--- config.mk ---
export PLATFORM = sky130hd
export DESIGN_NAME = modbus_request_queue
export DESIGN_NICKNAME = d
export VERILOG_FILES = /design/src/hw/rtl/mrq_pkg.sv /design/src/hw/rtl/mrq_out.sv /design/src/hw/rtl/modbus_request_queue.sv
export SDC_FILE = /design/constraint.sdc
export NUM_CORES = 1
export LEC_CHECK = 0
export BUFFER_PORTS_ARGS = -buffer_cell sky130_fd_sc_hd__buf_2
export CORE_UTILIZATION = 40
export CTS_CLUSTER_DIAMETER = 150
export DETAILED_ROUTE_END_ITERATION = 8
export PLACE_DENSITY = 0.61
export SLEW_MARGIN = 20
export SYNTH_ARGS = -nofsm -noshare
export SYNTH_HDL_FRONTEND = slang
export SYNTH_SLANG_ARGS = --single-unit
--- constraint.sdc ---
create_clock -name clk -period 9.2 [get_ports clk]
set_input_delay 0.92 -clock clk [delete_from_list [all_inputs] [get_ports clk]]
set_output_delay 0.92 -clock clk [all_outputs]
set_load 0.02 [all_outputs]
--- src/hw/rtl/mrq_pkg.sv ---
package mrq_pkg;

  localparam int DEF_QUEUE_DEPTH = 8;
  localparam int DEF_REQUESTERS  = 8;
  localparam int MAX_RESULTS     = 64;
  localparam int CNT_W           = $clog2(MAX_RESULTS + 1);

  localparam logic [15:0] TIMEOUT_RST = 16'd1000;
  localparam logic [3:0]  RETRIES_RST = 4'd3;

  localparam logic CFG_TIMEOUT = 1'b0;
  localparam logic CFG_RETRIES = 1'b1;

  typedef enum logic [2:0] {
    CMD_READ   = 3'd0,
    CMD_WRITE1 = 3'd1,
    CMD_WRITEN = 3'd2,
    CMD_RESP   = 3'd3,
    CMD_ERR    = 3'd4,
    CMD_TICK   = 3'd5,
    CMD_CLEAR  = 3'd6
  } cmd_t;

  localparam logic [1:0] EV_SEND   = 2'd0;
  localparam logic [1:0] EV_NOTIFY = 2'd1;
  localparam logic [1:0] EV_REJECT = 2'd2;

  localparam logic [1:0] OC_DONE    = 2'd0;
  localparam logic [1:0] OC_FAILED  = 2'd1;
  localparam logic [1:0] OC_TIMEOUT = 2'd2;
  localparam logic [1:0] OC_CLEARED = 2'd3;

  typedef enum logic [3:0] {
    S_IDLE, S_SRCH_RD, S_SRCH_CMP, S_INSERT, S_PRIO_MOVE, S_PRIO_WR,
    S_SEND_RD, S_SEND_EM, S_FRONT_LD, S_ERR_CHK, S_NOTIFY, S_DROP,
    S_CLR_RD, S_CLR_LD, S_FLUSH
  } state_t;

  typedef struct packed {
    logic [1:0]  event_kind;
    logic [1:0]  function_kind;
    logic [15:0] bus_address;
    logic [15:0] bus_count_or_value;
    logic [2:0]  notified;
    logic [1:0]  outcome;
  } res_t;

  typedef struct packed {
    logic emit;
    logic fin;
  } emit_t;

endpackage

--- src/hw/rtl/mrq_out.sv ---
module mrq_out (
  input  logic          clk,
  input  logic          rst_n,
  input  mrq_pkg::emit_t ctl,
  input  mrq_pkg::res_t  res,
  output logic          out_valid,
  output logic [1:0]    out_event_kind,
  output logic [1:0]    out_function_kind,
  output logic [15:0]   out_bus_address,
  output logic [15:0]   out_bus_count_or_value,
  output logic [2:0]    out_notified,
  output logic [1:0]    out_outcome,
  output logic          out_last
);
  import mrq_pkg::*;

  // one result is held back so the final beat of an item can carry last
  logic             pend_v_r, pend_v_nxt;
  res_t             pend_r, pend_nxt;
  logic [CNT_W-1:0] cnt_r, cnt_nxt;
  logic             ov_r, ov_nxt;
  res_t             ores_r, ores_nxt;
  logic             olast_r, olast_nxt;
  logic             take;

  assign take = ctl.emit && (cnt_r < CNT_W'(MAX_RESULTS));

  always_comb begin
    pend_v_nxt = pend_v_r;
    pend_nxt   = pend_r;
    cnt_nxt    = cnt_r;
    ov_nxt     = 1'b0;
    ores_nxt   = ores_r;
    olast_nxt  = olast_r;
    if (take) begin
      if (pend_v_r) begin
        ov_nxt    = 1'b1;
        ores_nxt  = pend_r;
        olast_nxt = 1'b0;
      end
      pend_nxt   = res;
      pend_v_nxt = 1'b1;
      cnt_nxt    = cnt_r + CNT_W'(1);
    end else if (ctl.fin) begin
      if (pend_v_r) begin
        ov_nxt    = 1'b1;
        ores_nxt  = pend_r;
        olast_nxt = 1'b1;
      end
      pend_v_nxt = 1'b0;
      cnt_nxt    = '0;
    end
  end

  always_ff @(posedge clk) begin
    if (!rst_n) begin
      pend_v_r <= 1'b0;
      cnt_r    <= '0;
      ov_r     <= 1'b0;
    end else begin
      pend_v_r <= pend_v_nxt;
      cnt_r    <= cnt_nxt;
      ov_r     <= ov_nxt;
    end
    pend_r  <= pend_nxt;
    ores_r  <= ores_nxt;
    olast_r <= olast_nxt;
  end

  assign out_valid              = ov_r;
  assign out_event_kind         = ores_r.event_kind;
  assign out_function_kind      = ores_r.function_kind;
  assign out_bus_address        = ores_r.bus_address;
  assign out_bus_count_or_value = ores_r.bus_count_or_value;
  assign out_notified           = ores_r.notified;
  assign out_outcome            = ores_r.outcome;
  assign out_last               = olast_r;

endmodule

--- src/hw/rtl/modbus_request_queue.sv ---
// request queue for a register bus master, one command on the bus at a time
// busy time: a read first searches the queued entries, and a merge finishes once its match is found;
// completion, final failure or timeout walk every requester, as clear does for each pending entry;
// the last result beat shows as busy falls
// one item at a time: a new item is taken only while busy is low, no stalls
// synchronous active-low reset empties the queue; entry contents stay undefined until written
module modbus_request_queue #(
  parameter int QUEUE_DEPTH = mrq_pkg::DEF_QUEUE_DEPTH,
  parameter int REQUESTERS  = mrq_pkg::DEF_REQUESTERS
) (
  input  logic        clk,
  input  logic        rst_n,
  input  logic        start,
  output logic        busy,
  input  logic [2:0]  in_command,
  input  logic [15:0] in_address,
  input  logic [15:0] in_count_or_value,
  input  logic [2:0]  in_requester,
  input  logic        in_priority_req,
  input  logic        cfg_we,
  input  logic        cfg_index,
  input  logic [15:0] cfg_data,
  output logic        out_valid,
  output logic [1:0]  out_event_kind,
  output logic [1:0]  out_function_kind,
  output logic [15:0] out_bus_address,
  output logic [15:0] out_bus_count_or_value,
  output logic [2:0]  out_notified,
  output logic [1:0]  out_outcome,
  output logic        out_last
);
  import mrq_pkg::*;

  localparam int IW = $clog2(QUEUE_DEPTH);
  localparam int OW = $clog2(QUEUE_DEPTH + 1);
  localparam int RW = (REQUESTERS > 1) ? $clog2(REQUESTERS) : 1;

  typedef struct packed {
    logic [1:0]            kind;
    logic [15:0]           addr;
    logic [15:0]           cov;
    logic [3:0]            retries;
    logic [REQUESTERS-1:0] mask;
  } entry_t;

  entry_t mem [QUEUE_DEPTH];
  entry_t rd_q;
  logic [IW-1:0] rd_addr, wr_addr;
  logic          wr_en;
  entry_t        wr_data;

  state_t state_r, state_nxt;
  logic [IW-1:0] head_r, head_nxt;
  logic [OW-1:0] occ_r, occ_nxt, idx_r, idx_nxt;
  logic          infl_r, infl_nxt;
  logic [16:0]   elap_r, elap_nxt, elap_inc;
  logic [15:0]   tmo_r;
  logic [3:0]    mret_r;
  logic [2:0]    cmd_r, cmd_nxt;
  logic [15:0]   addr_r, addr_nxt, cov_r, cov_nxt;
  logic [2:0]    req_r, req_nxt;
  logic          prio_r, prio_nxt;
  entry_t        ent_r, ent_nxt;
  logic [RW-1:0] rq_r, rq_nxt;
  logic [1:0]    oc_r, oc_nxt;
  logic          clr_r, clr_nxt;
  logic          cstart_r, cstart_nxt;
  logic [REQUESTERS-1:0] newbit;
  entry_t        new_ent;
  logic [IW-1:0] head_dec;
  emit_t         ctl;
  res_t          res;

  function automatic logic [IW-1:0] phys(input logic [IW-1:0] h, input logic [OW-1:0] i);
    logic [IW:0] s;
    s = (IW+1)'(h) + (IW+1)'(i);
    if (s >= (IW+1)'(QUEUE_DEPTH)) s = s - (IW+1)'(QUEUE_DEPTH);
    return s[IW-1:0];
  endfunction

  for (genvar g = 0; g < REQUESTERS; g++) begin : g_bit
    assign newbit[g] = (32'(req_r) == g);
  end

  assign new_ent  = '{kind: cmd_r[1:0], addr: addr_r, cov: cov_r, retries: 4'd0, mask: newbit};
  assign head_dec = (head_r == '0) ? IW'(QUEUE_DEPTH - 1) : head_r - IW'(1);
  assign elap_inc = (elap_r == '1) ? elap_r : elap_r + 17'd1;
  assign busy     = (state_r != S_IDLE);

  always_comb begin
    state_nxt  = state_r;
    head_nxt   = head_r;
    occ_nxt    = occ_r;
    idx_nxt    = idx_r;
    infl_nxt   = infl_r;
    elap_nxt   = elap_r;
    cmd_nxt    = cmd_r;
    addr_nxt   = addr_r;
    cov_nxt    = cov_r;
    req_nxt    = req_r;
    prio_nxt   = prio_r;
    ent_nxt    = ent_r;
    rq_nxt     = rq_r;
    oc_nxt     = oc_r;
    clr_nxt    = clr_r;
    cstart_nxt = cstart_r;
    rd_addr    = head_r;
    wr_en      = 1'b0;
    wr_addr    = head_r;
    wr_data    = new_ent;
    ctl        = '0;
    res        = '{event_kind: EV_NOTIFY, function_kind: ent_r.kind, bus_address: ent_r.addr,
                   bus_count_or_value: ent_r.cov, notified: 3'(rq_r), outcome: oc_r};
    unique case (state_r)
      S_IDLE: begin
        if (start) begin
          cmd_nxt  = in_command;
          addr_nxt = in_address;
          cov_nxt  = in_count_or_value;
          req_nxt  = in_requester;
          prio_nxt = in_priority_req;
          idx_nxt  = '0;
          priority case (in_command)
            CMD_READ:                state_nxt = S_SRCH_RD;
            CMD_WRITE1, CMD_WRITEN:  state_nxt = S_INSERT;
            CMD_RESP, CMD_ERR: begin
              if (!infl_r) begin
                state_nxt = S_FLUSH;
              end else if (occ_r == '0) begin
                infl_nxt  = 1'b0;
                state_nxt = S_FLUSH;
              end else begin
                oc_nxt    = (in_command == CMD_RESP) ? OC_DONE : OC_FAILED;
                state_nxt = (in_command == CMD_RESP) ? S_FRONT_LD : S_ERR_CHK;
              end
            end
            CMD_TICK: begin
              state_nxt = S_SEND_RD;
              if (infl_r) begin
                if (occ_r == '0) begin
                  infl_nxt = 1'b0;
                end else begin
                  elap_nxt = elap_inc;
                  if (elap_inc > {1'b0, tmo_r}) begin
                    oc_nxt    = OC_TIMEOUT;
                    state_nxt = S_FRONT_LD;
                  end
                end
              end
            end
            CMD_CLEAR: begin
              cstart_nxt = infl_r && (occ_r != '0);
              idx_nxt    = OW'(infl_r && (occ_r != '0));
              state_nxt  = S_CLR_RD;
            end
            default: state_nxt = S_FLUSH;
          endcase
        end
      end
      S_SRCH_RD: begin
        rd_addr = phys(head_r, idx_r);
        state_nxt = (idx_r < occ_r) ? S_SRCH_CMP : S_INSERT;
      end
      S_SRCH_CMP: begin
        if (rd_q.kind == 2'(CMD_READ) && rd_q.addr == addr_r && rd_q.cov == cov_r) begin
          wr_en     = 1'b1;
          wr_addr   = phys(head_r, idx_r);
          wr_data   = rd_q;
          wr_data.mask = rd_q.mask | newbit;
          state_nxt = S_FLUSH;
        end else begin
          idx_nxt   = idx_r + OW'(1);
          state_nxt = S_SRCH_RD;
        end
      end
      S_INSERT: begin
        if (occ_r == OW'(QUEUE_DEPTH)) begin
          ctl.emit  = 1'b1;
          res       = '{event_kind: EV_REJECT, function_kind: cmd_r[1:0], bus_address: addr_r,
                        bus_count_or_value: cov_r, notified: req_r, outcome: OC_DONE};
          state_nxt = S_FLUSH;
        end else if (prio_r && infl_r && occ_r != '0) begin
          // keep the in-flight entry in front: it moves to the slot before the head, new one takes its old slot
          state_nxt = S_PRIO_MOVE;
        end else if (prio_r) begin
          wr_en     = 1'b1;
          wr_addr   = head_dec;
          head_nxt  = head_dec;
          occ_nxt   = occ_r + OW'(1);
          state_nxt = S_SEND_RD;
        end else begin
          wr_en     = 1'b1;
          wr_addr   = phys(head_r, occ_r);
          occ_nxt   = occ_r + OW'(1);
          state_nxt = S_SEND_RD;
        end
      end
      S_PRIO_MOVE: begin
        wr_en     = 1'b1;
        wr_addr   = head_dec;
        wr_data   = rd_q;
        state_nxt = S_PRIO_WR;
      end
      S_PRIO_WR: begin
        wr_en     = 1'b1;
        wr_addr   = head_r;
        head_nxt  = head_dec;
        occ_nxt   = occ_r + OW'(1);
        state_nxt = S_SEND_RD;
      end
      S_SEND_RD: begin
        state_nxt = (!infl_r && occ_r != '0) ? S_SEND_EM : S_FLUSH;
      end
      S_SEND_EM: begin
        ctl.emit  = 1'b1;
        res       = '{event_kind: EV_SEND, function_kind: rd_q.kind, bus_address: rd_q.addr,
                      bus_count_or_value: rd_q.cov, notified: 3'd0, outcome: OC_DONE};
        infl_nxt  = 1'b1;
        elap_nxt  = '0;
        state_nxt = S_FLUSH;
      end
      S_FRONT_LD: begin
        ent_nxt   = rd_q;
        rq_nxt    = '0;
        clr_nxt   = 1'b0;
        state_nxt = S_NOTIFY;
      end
      S_ERR_CHK: begin
        if (rd_q.retries < mret_r) begin
          wr_en     = 1'b1;
          wr_addr   = head_r;
          wr_data   = rd_q;
          wr_data.retries = rd_q.retries + 4'd1;
          infl_nxt  = 1'b0;
          state_nxt = S_SEND_RD;
        end else begin
          ent_nxt   = rd_q;
          rq_nxt    = '0;
          clr_nxt   = 1'b0;
          state_nxt = S_NOTIFY;
        end
      end
      S_NOTIFY: begin
        ctl.emit = ent_r.mask[rq_r];
        if (rq_r == RW'(REQUESTERS - 1)) begin
          if (clr_r) begin
            idx_nxt   = idx_r + OW'(1);
            state_nxt = S_CLR_RD;
          end else begin
            state_nxt = S_DROP;
          end
        end else begin
          rq_nxt = rq_r + RW'(1);
        end
      end
      S_DROP: begin
        head_nxt  = phys(head_r, OW'(1));
        occ_nxt   = occ_r - OW'(1);
        infl_nxt  = 1'b0;
        state_nxt = S_SEND_RD;
      end
      S_CLR_RD: begin
        rd_addr = phys(head_r, idx_r);
        if (idx_r < occ_r) begin
          state_nxt = S_CLR_LD;
        end else begin
          occ_nxt   = OW'(cstart_r);
          state_nxt = S_FLUSH;
        end
      end
      S_CLR_LD: begin
        ent_nxt   = rd_q;
        rq_nxt    = '0;
        clr_nxt   = 1'b1;
        oc_nxt    = OC_CLEARED;
        state_nxt = S_NOTIFY;
      end
      S_FLUSH: begin
        ctl.fin   = 1'b1;
        state_nxt = S_IDLE;
      end
      default: state_nxt = S_IDLE;
    endcase
  end

  always_ff @(posedge clk) begin
    if (wr_en) mem[wr_addr] <= wr_data;
    rd_q <= mem[rd_addr];
  end

  always_ff @(posedge clk) begin
    if (!rst_n) begin
      state_r <= S_IDLE;
      head_r  <= '0;
      occ_r   <= '0;
      infl_r  <= 1'b0;
      elap_r  <= '0;
      tmo_r   <= TIMEOUT_RST;
      mret_r  <= RETRIES_RST;
    end else begin
      state_r <= state_nxt;
      head_r  <= head_nxt;
      occ_r   <= occ_nxt;
      infl_r  <= infl_nxt;
      elap_r  <= elap_nxt;
      if (cfg_we) begin
        unique case (cfg_index)
          CFG_TIMEOUT: tmo_r  <= cfg_data;
          CFG_RETRIES: mret_r <= cfg_data[3:0];
          default: ;
        endcase
      end
    end
    idx_r    <= idx_nxt;
    cmd_r    <= cmd_nxt;
    addr_r   <= addr_nxt;
    cov_r    <= cov_nxt;
    req_r    <= req_nxt;
    prio_r   <= prio_nxt;
    ent_r    <= ent_nxt;
    rq_r     <= rq_nxt;
    oc_r     <= oc_nxt;
    clr_r    <= clr_nxt;
    cstart_r <= cstart_nxt;
  end

  mrq_out u_out (
    .clk                    (clk),
    .rst_n                  (rst_n),
    .ctl                    (ctl),
    .res                    (res),
    .out_valid              (out_valid),
    .out_event_kind         (out_event_kind),
    .out_function_kind      (out_function_kind),
    .out_bus_address        (out_bus_address),
    .out_bus_count_or_value (out_bus_count_or_value),
    .out_notified           (out_notified),
    .out_outcome            (out_outcome),
    .out_last               (out_last)
  );

endmodule

==> reports/metrics.sh <==
DPL.HPWL_UM=36700
CTS.PATH.MAX_BUFFERS=3
COUNT_OF_SYNTHESIS_STAGE_WARNINGS_FROM_YOSYS=0
CLOCK_TREE.ROOT_CELL='clkbuf_16'
TIMING_WORST_SLEW_PIN_VALUE_NS=1.12
CTS.CLK_SLEW.WORST_PATHS_NS=0.07
SYNTH.TOP_CELL.AREA_SHARE_PCT=60.2
NETLIST_AREA_SQ_MM=0.0271
MAX_CAP_VIOLS=0
HTREEDEPTH=2
GR-USAGE-ALL-LAYERS_PCT=17.8
NUMBER_OF_ENABLE_TYPE_REGISTER_CELLS_IN_THE_SYNTHESIZED_NETLIST=542
CELLPOWERDENSITY_mW_PER_MM2=321
POST_SYNTH_NET_TOTAL=1963
ROUTED_VIA_DENSITY=5.36
SYNTH_LARGEST_AREA_CELL='edfxtp_1'
YOSYS.AREA_SHARE.SIMPLE_PCT=6.68
DRT_FIRST_PASS_ITERS=5
NUMBER_OF_INSTANCES_IN_THE_SYNTHESIZED_NETLIST=1865
POWER_SWITCHING_SHARE_PCT=32.2
FLOORPLAN.DIE.WIDTH_UM=262
P_INT_uW=6660
MOST_COMMON_CELL_AFTER_LAYOUT_FILL_AND_TAPS_ASIDE='edfxtp_1'
ANTENNA_FOUND_INITIAL=4
YS_SEQ_AREA_SHARE_PCT=67.9
TIMING.CRITICAL_PATH.FROM_TYPE='register'
YOSYSUNIQUECELLTYPES=84
REG2REG_SLACK_NS=4.68
COREAREA_SQ_MM=0.0663
HOLD_PATH_CLASS='reg2reg'
CLOCK_LATENCY_NS=0.64
FINALHOLDVIOLCOUNT=0
FIN_NETS=2064
STATUS='completed'
POST_CTS_BUFFERS=0
ASYNC_FLOP_SHARE_PCT=0
CELLLEAKAGEPOWER_uW=0.0119
INITIAL_CORE_UTILIZATION_PCT=40.8
WIRE_LENGTH_AFTER_DETAILED_ROUTING_UM=61300
SYNTH-XOR-AREA-SHARE_PCT=1.94
TIMING.SETUP.TNS_NS=0
POST_CTS.RESIZED_INSTANCES=0
CLKSINKCOUNT=646
DETAIL_ROUTE.WL_PER_CELL_UM=21.3
POST_SYNTH.CELL_AREA_AVG_SQ_UM=14.5
SYNTH-SEQ-CELLS=646
CTS_TREE='built'
POWER.SWITCHING_uW=3160
CRITICALPATHCATEGORY='reg2reg'
PORT_BUFFERS=103
FINALSETUPVIOLATIONS=0
CTSHOLDBUFFERS=0
GRT.MET3_USAGE_PCT=3.36
PWR-SHARE-SEQ_PCT=43.1
CTS_MADE_BUFFERS=61
BOUNDARYPINS=104
GRT_OVERFLOW_TOTAL=0
CLOCK-SKEW-FINAL_NS=0.0236
CP-END-KIND='register'
GRT_PASS1_WL_UM=92100
MUXSHAREOFSYNTHAREA_PCT=12.4
TOP_FF_CELL_SYNTH='edfxtp_1'
SYN_TO_FINAL_GROWTH_PCT=13.2
POST_SYNTH_FA_HA_MAJ_AREA_FRACTION_PCT=1.84
FINALWORSTPATHREQUIREDPERIOD_NS=4.52
ROUTED-VIA-COUNT=15447
DIE_AREA_SQ_MM=0.0687
DIE_H_UM=262
YS_TOP_CELLS_BY_AREA='edfxtp_1 (60%), mux2i_1 (10%), dfxtp_1 (7.7%)'
REMAINING_DRC_ERRORS=0
SYNTH_COMPOUND_AREA_SHARE_PCT=7.00
GRT_SETUP_UNREPAIRED='false'
PERIOD_SHARE_PCT=49.1
CRIT_PATH_MAX_FANOUT=52
POWER.COMBINATIONAL.FRACTION_PCT=30.8
CLKPWRFRAC_PCT=26.1
GR-MAX-USAGE-LAYER='met2'
DRIVE_GT1_SHARE_PCT=15.6
DRT_ITER0_DRC=1198
TIMING.MAX_SLEW.REL_SLACK_PCT=25.0
PATH_BUF_INV=3
INSERTEDDIODECOUNT=0
DRT.ANTENNA.VIOLATING_NETS=0
TIMING.CRITICAL_PATH.CELLS='inv_2 -> o22ai_1 -> a221o_4 -> buf_4 -> buf_4 -> mux2i_1 -> mux2i_1 -> mux2_2'
MOSTFREQUENTLAYOUTCELLS='edfxtp_1 (542), mux2i_1 (277), nand2_1 (172)'
WORST_IR_DROP_VDD_mV=0.195
CP_DATA_REQUIRED_TIME_NS=9.71
SLOWEST_STAGE='dfxtp_1'
ROWS=94
WORST_PATH_LARGEST_CELL_DELAY_NS=1.01
GRT_PASS1_VIAS=15216
POWER.TOTAL_uW=9820
CP.ARRIVAL_NS=5.03
TOP_ACHIEVABLE_CLOCK_SPEED_MHz=221
LARGEST_FAMILY_OF_LOGIC_CELLS_BY_SYNTHESIZED_AREA='multiplexers'
GLOBALROUTEMET1UTIL_PCT=24.3
WORST_PATH_DOMINANT_CELL_FAMILY='buffers and inverters'
PLACE_CONGESTION=0.843
GRT_START_MAX_NET_PINS=68
USE_MET2_PCT=29.0
TIMING_MAX_TRANSITION_VIOLATIONS_FINAL=0
==> cells by family (layout without fill, tap and decap cells) <==
logic type | Yosys count | in the layout
flip-flops | 646 | 646
AND/OR/NAND/NOR | 372 | 372
multiplexers | 327 | 327
AO/OA/AOI/OAI | 284 | 284
buffers and inverters | 138 | 292
XOR/XNOR | 60 | 60
adder cells (fa/ha/maj) | 38 | 38
==> synthesized netlist by cell type (11+ instances only) <==
library cell / number
o21ai_1: 50
nand2b_1: 13
nand3_1: 29
ha_1: 35
xnor2_1: 44
mux2i_1: 277
edfxtp_1: 542
buf_4: 11
a21oi_1: 62
nor2_1: 46
xor2_1: 16
inv_1: 40
a22oi_1: 28
nor3_1: 16
o211ai_1: 12
mux2_2: 48
nor2b_1: 13
nand2_1: 172
dfxtp_1: 104
nand4_1: 15
a21o_1: 13
o21ai_0: 28
clkbuf_1: 42
a31oi_1: 11
buf_2: 37
==> power groups by stage <==
stage	Sequential, uW	Combinational [uW]	Clock (uW)
after floorplan	4180	2300	0
after global placement	4280	2970	0
after detailed placement	4300	3020	0
after CTS	4230	3040	2610
after global routing	4280	3290	2710
final	4240	3030	2560
==> flip-flops by register name (all words and copies together) (netlist names), 7 cells and up <==
register,cells
addr_r,16
cov_r,16
elap_r,17
ent_r,42
mem,368
rd_q,46
tmo_r,16
u_out.cnt_r,7
u_out.out_bus_address,16
u_out.out_bus_count_or_value,16
u_out.pend_r,41
==> metal layers <==
layer | vias up | part of all wire, % | wire length, um
li1 | 7265 | - | -
met1 | 7645 | 45 | 27500
met2 | 453 | 47 | 28800
met3 | 84 | 5.8 | 3520
met4 | 0 | 2.3 | 1440
met5 | - | 0 | 0
==> layout make-up <==
| class | count | area [sq um] |
|---|---|---|
| fillers | 5788 | 35700 |
| flip-flops and latches | 646 | 18400 |
| multi-input cells | 1081 | 8210 |
| clock buffers | 92 | 1710 |
| well taps | 864 | 1080 |
| repair buffers | 133 | 761 |
| clock inverters | 24 | 339 |
| inverters | 43 | 163 |
==> path summary, 6_finish.rpt <==
check                                  start                                   end  depth (start not counted)
hold reg to reg   u_out.pend_r[38]$_DFFE_PP_  u_out.out_function_kind[1]$_DFFE_PP_                          0
setup / recovery     state_r[3]$_SDFFE_PN0P_                      rd_q[16]$_DFF_P_                          8
setup reg to reg     state_r[3]$_SDFFE_PN0P_                      rd_q[16]$_DFF_P_                          8
hold / removal    u_out.pend_r[38]$_DFFE_PP_  u_out.out_function_kind[1]$_DFFE_PP_                          0
==> metrics by stage <==
stage          hold slack (ns)  utilization, %  worst slack [ns]  cell area [sq um]  std cells
6_report                 0.418            46.2              4.68              30600       2883
5_1_grt                  0.425            46.2              4.40              30600       2883
4_1_cts                  0.420            46.1              4.69              30600       2882
3_5_place_dp             0.405            43.0              4.69              28500       2766
3_3_place_gp             0.403            43.0              4.84              28500       2766
2_1_floorplan            0.400               -             0.429              27100       1865
No activity file was read; power rests on OpenSTA's default activity.
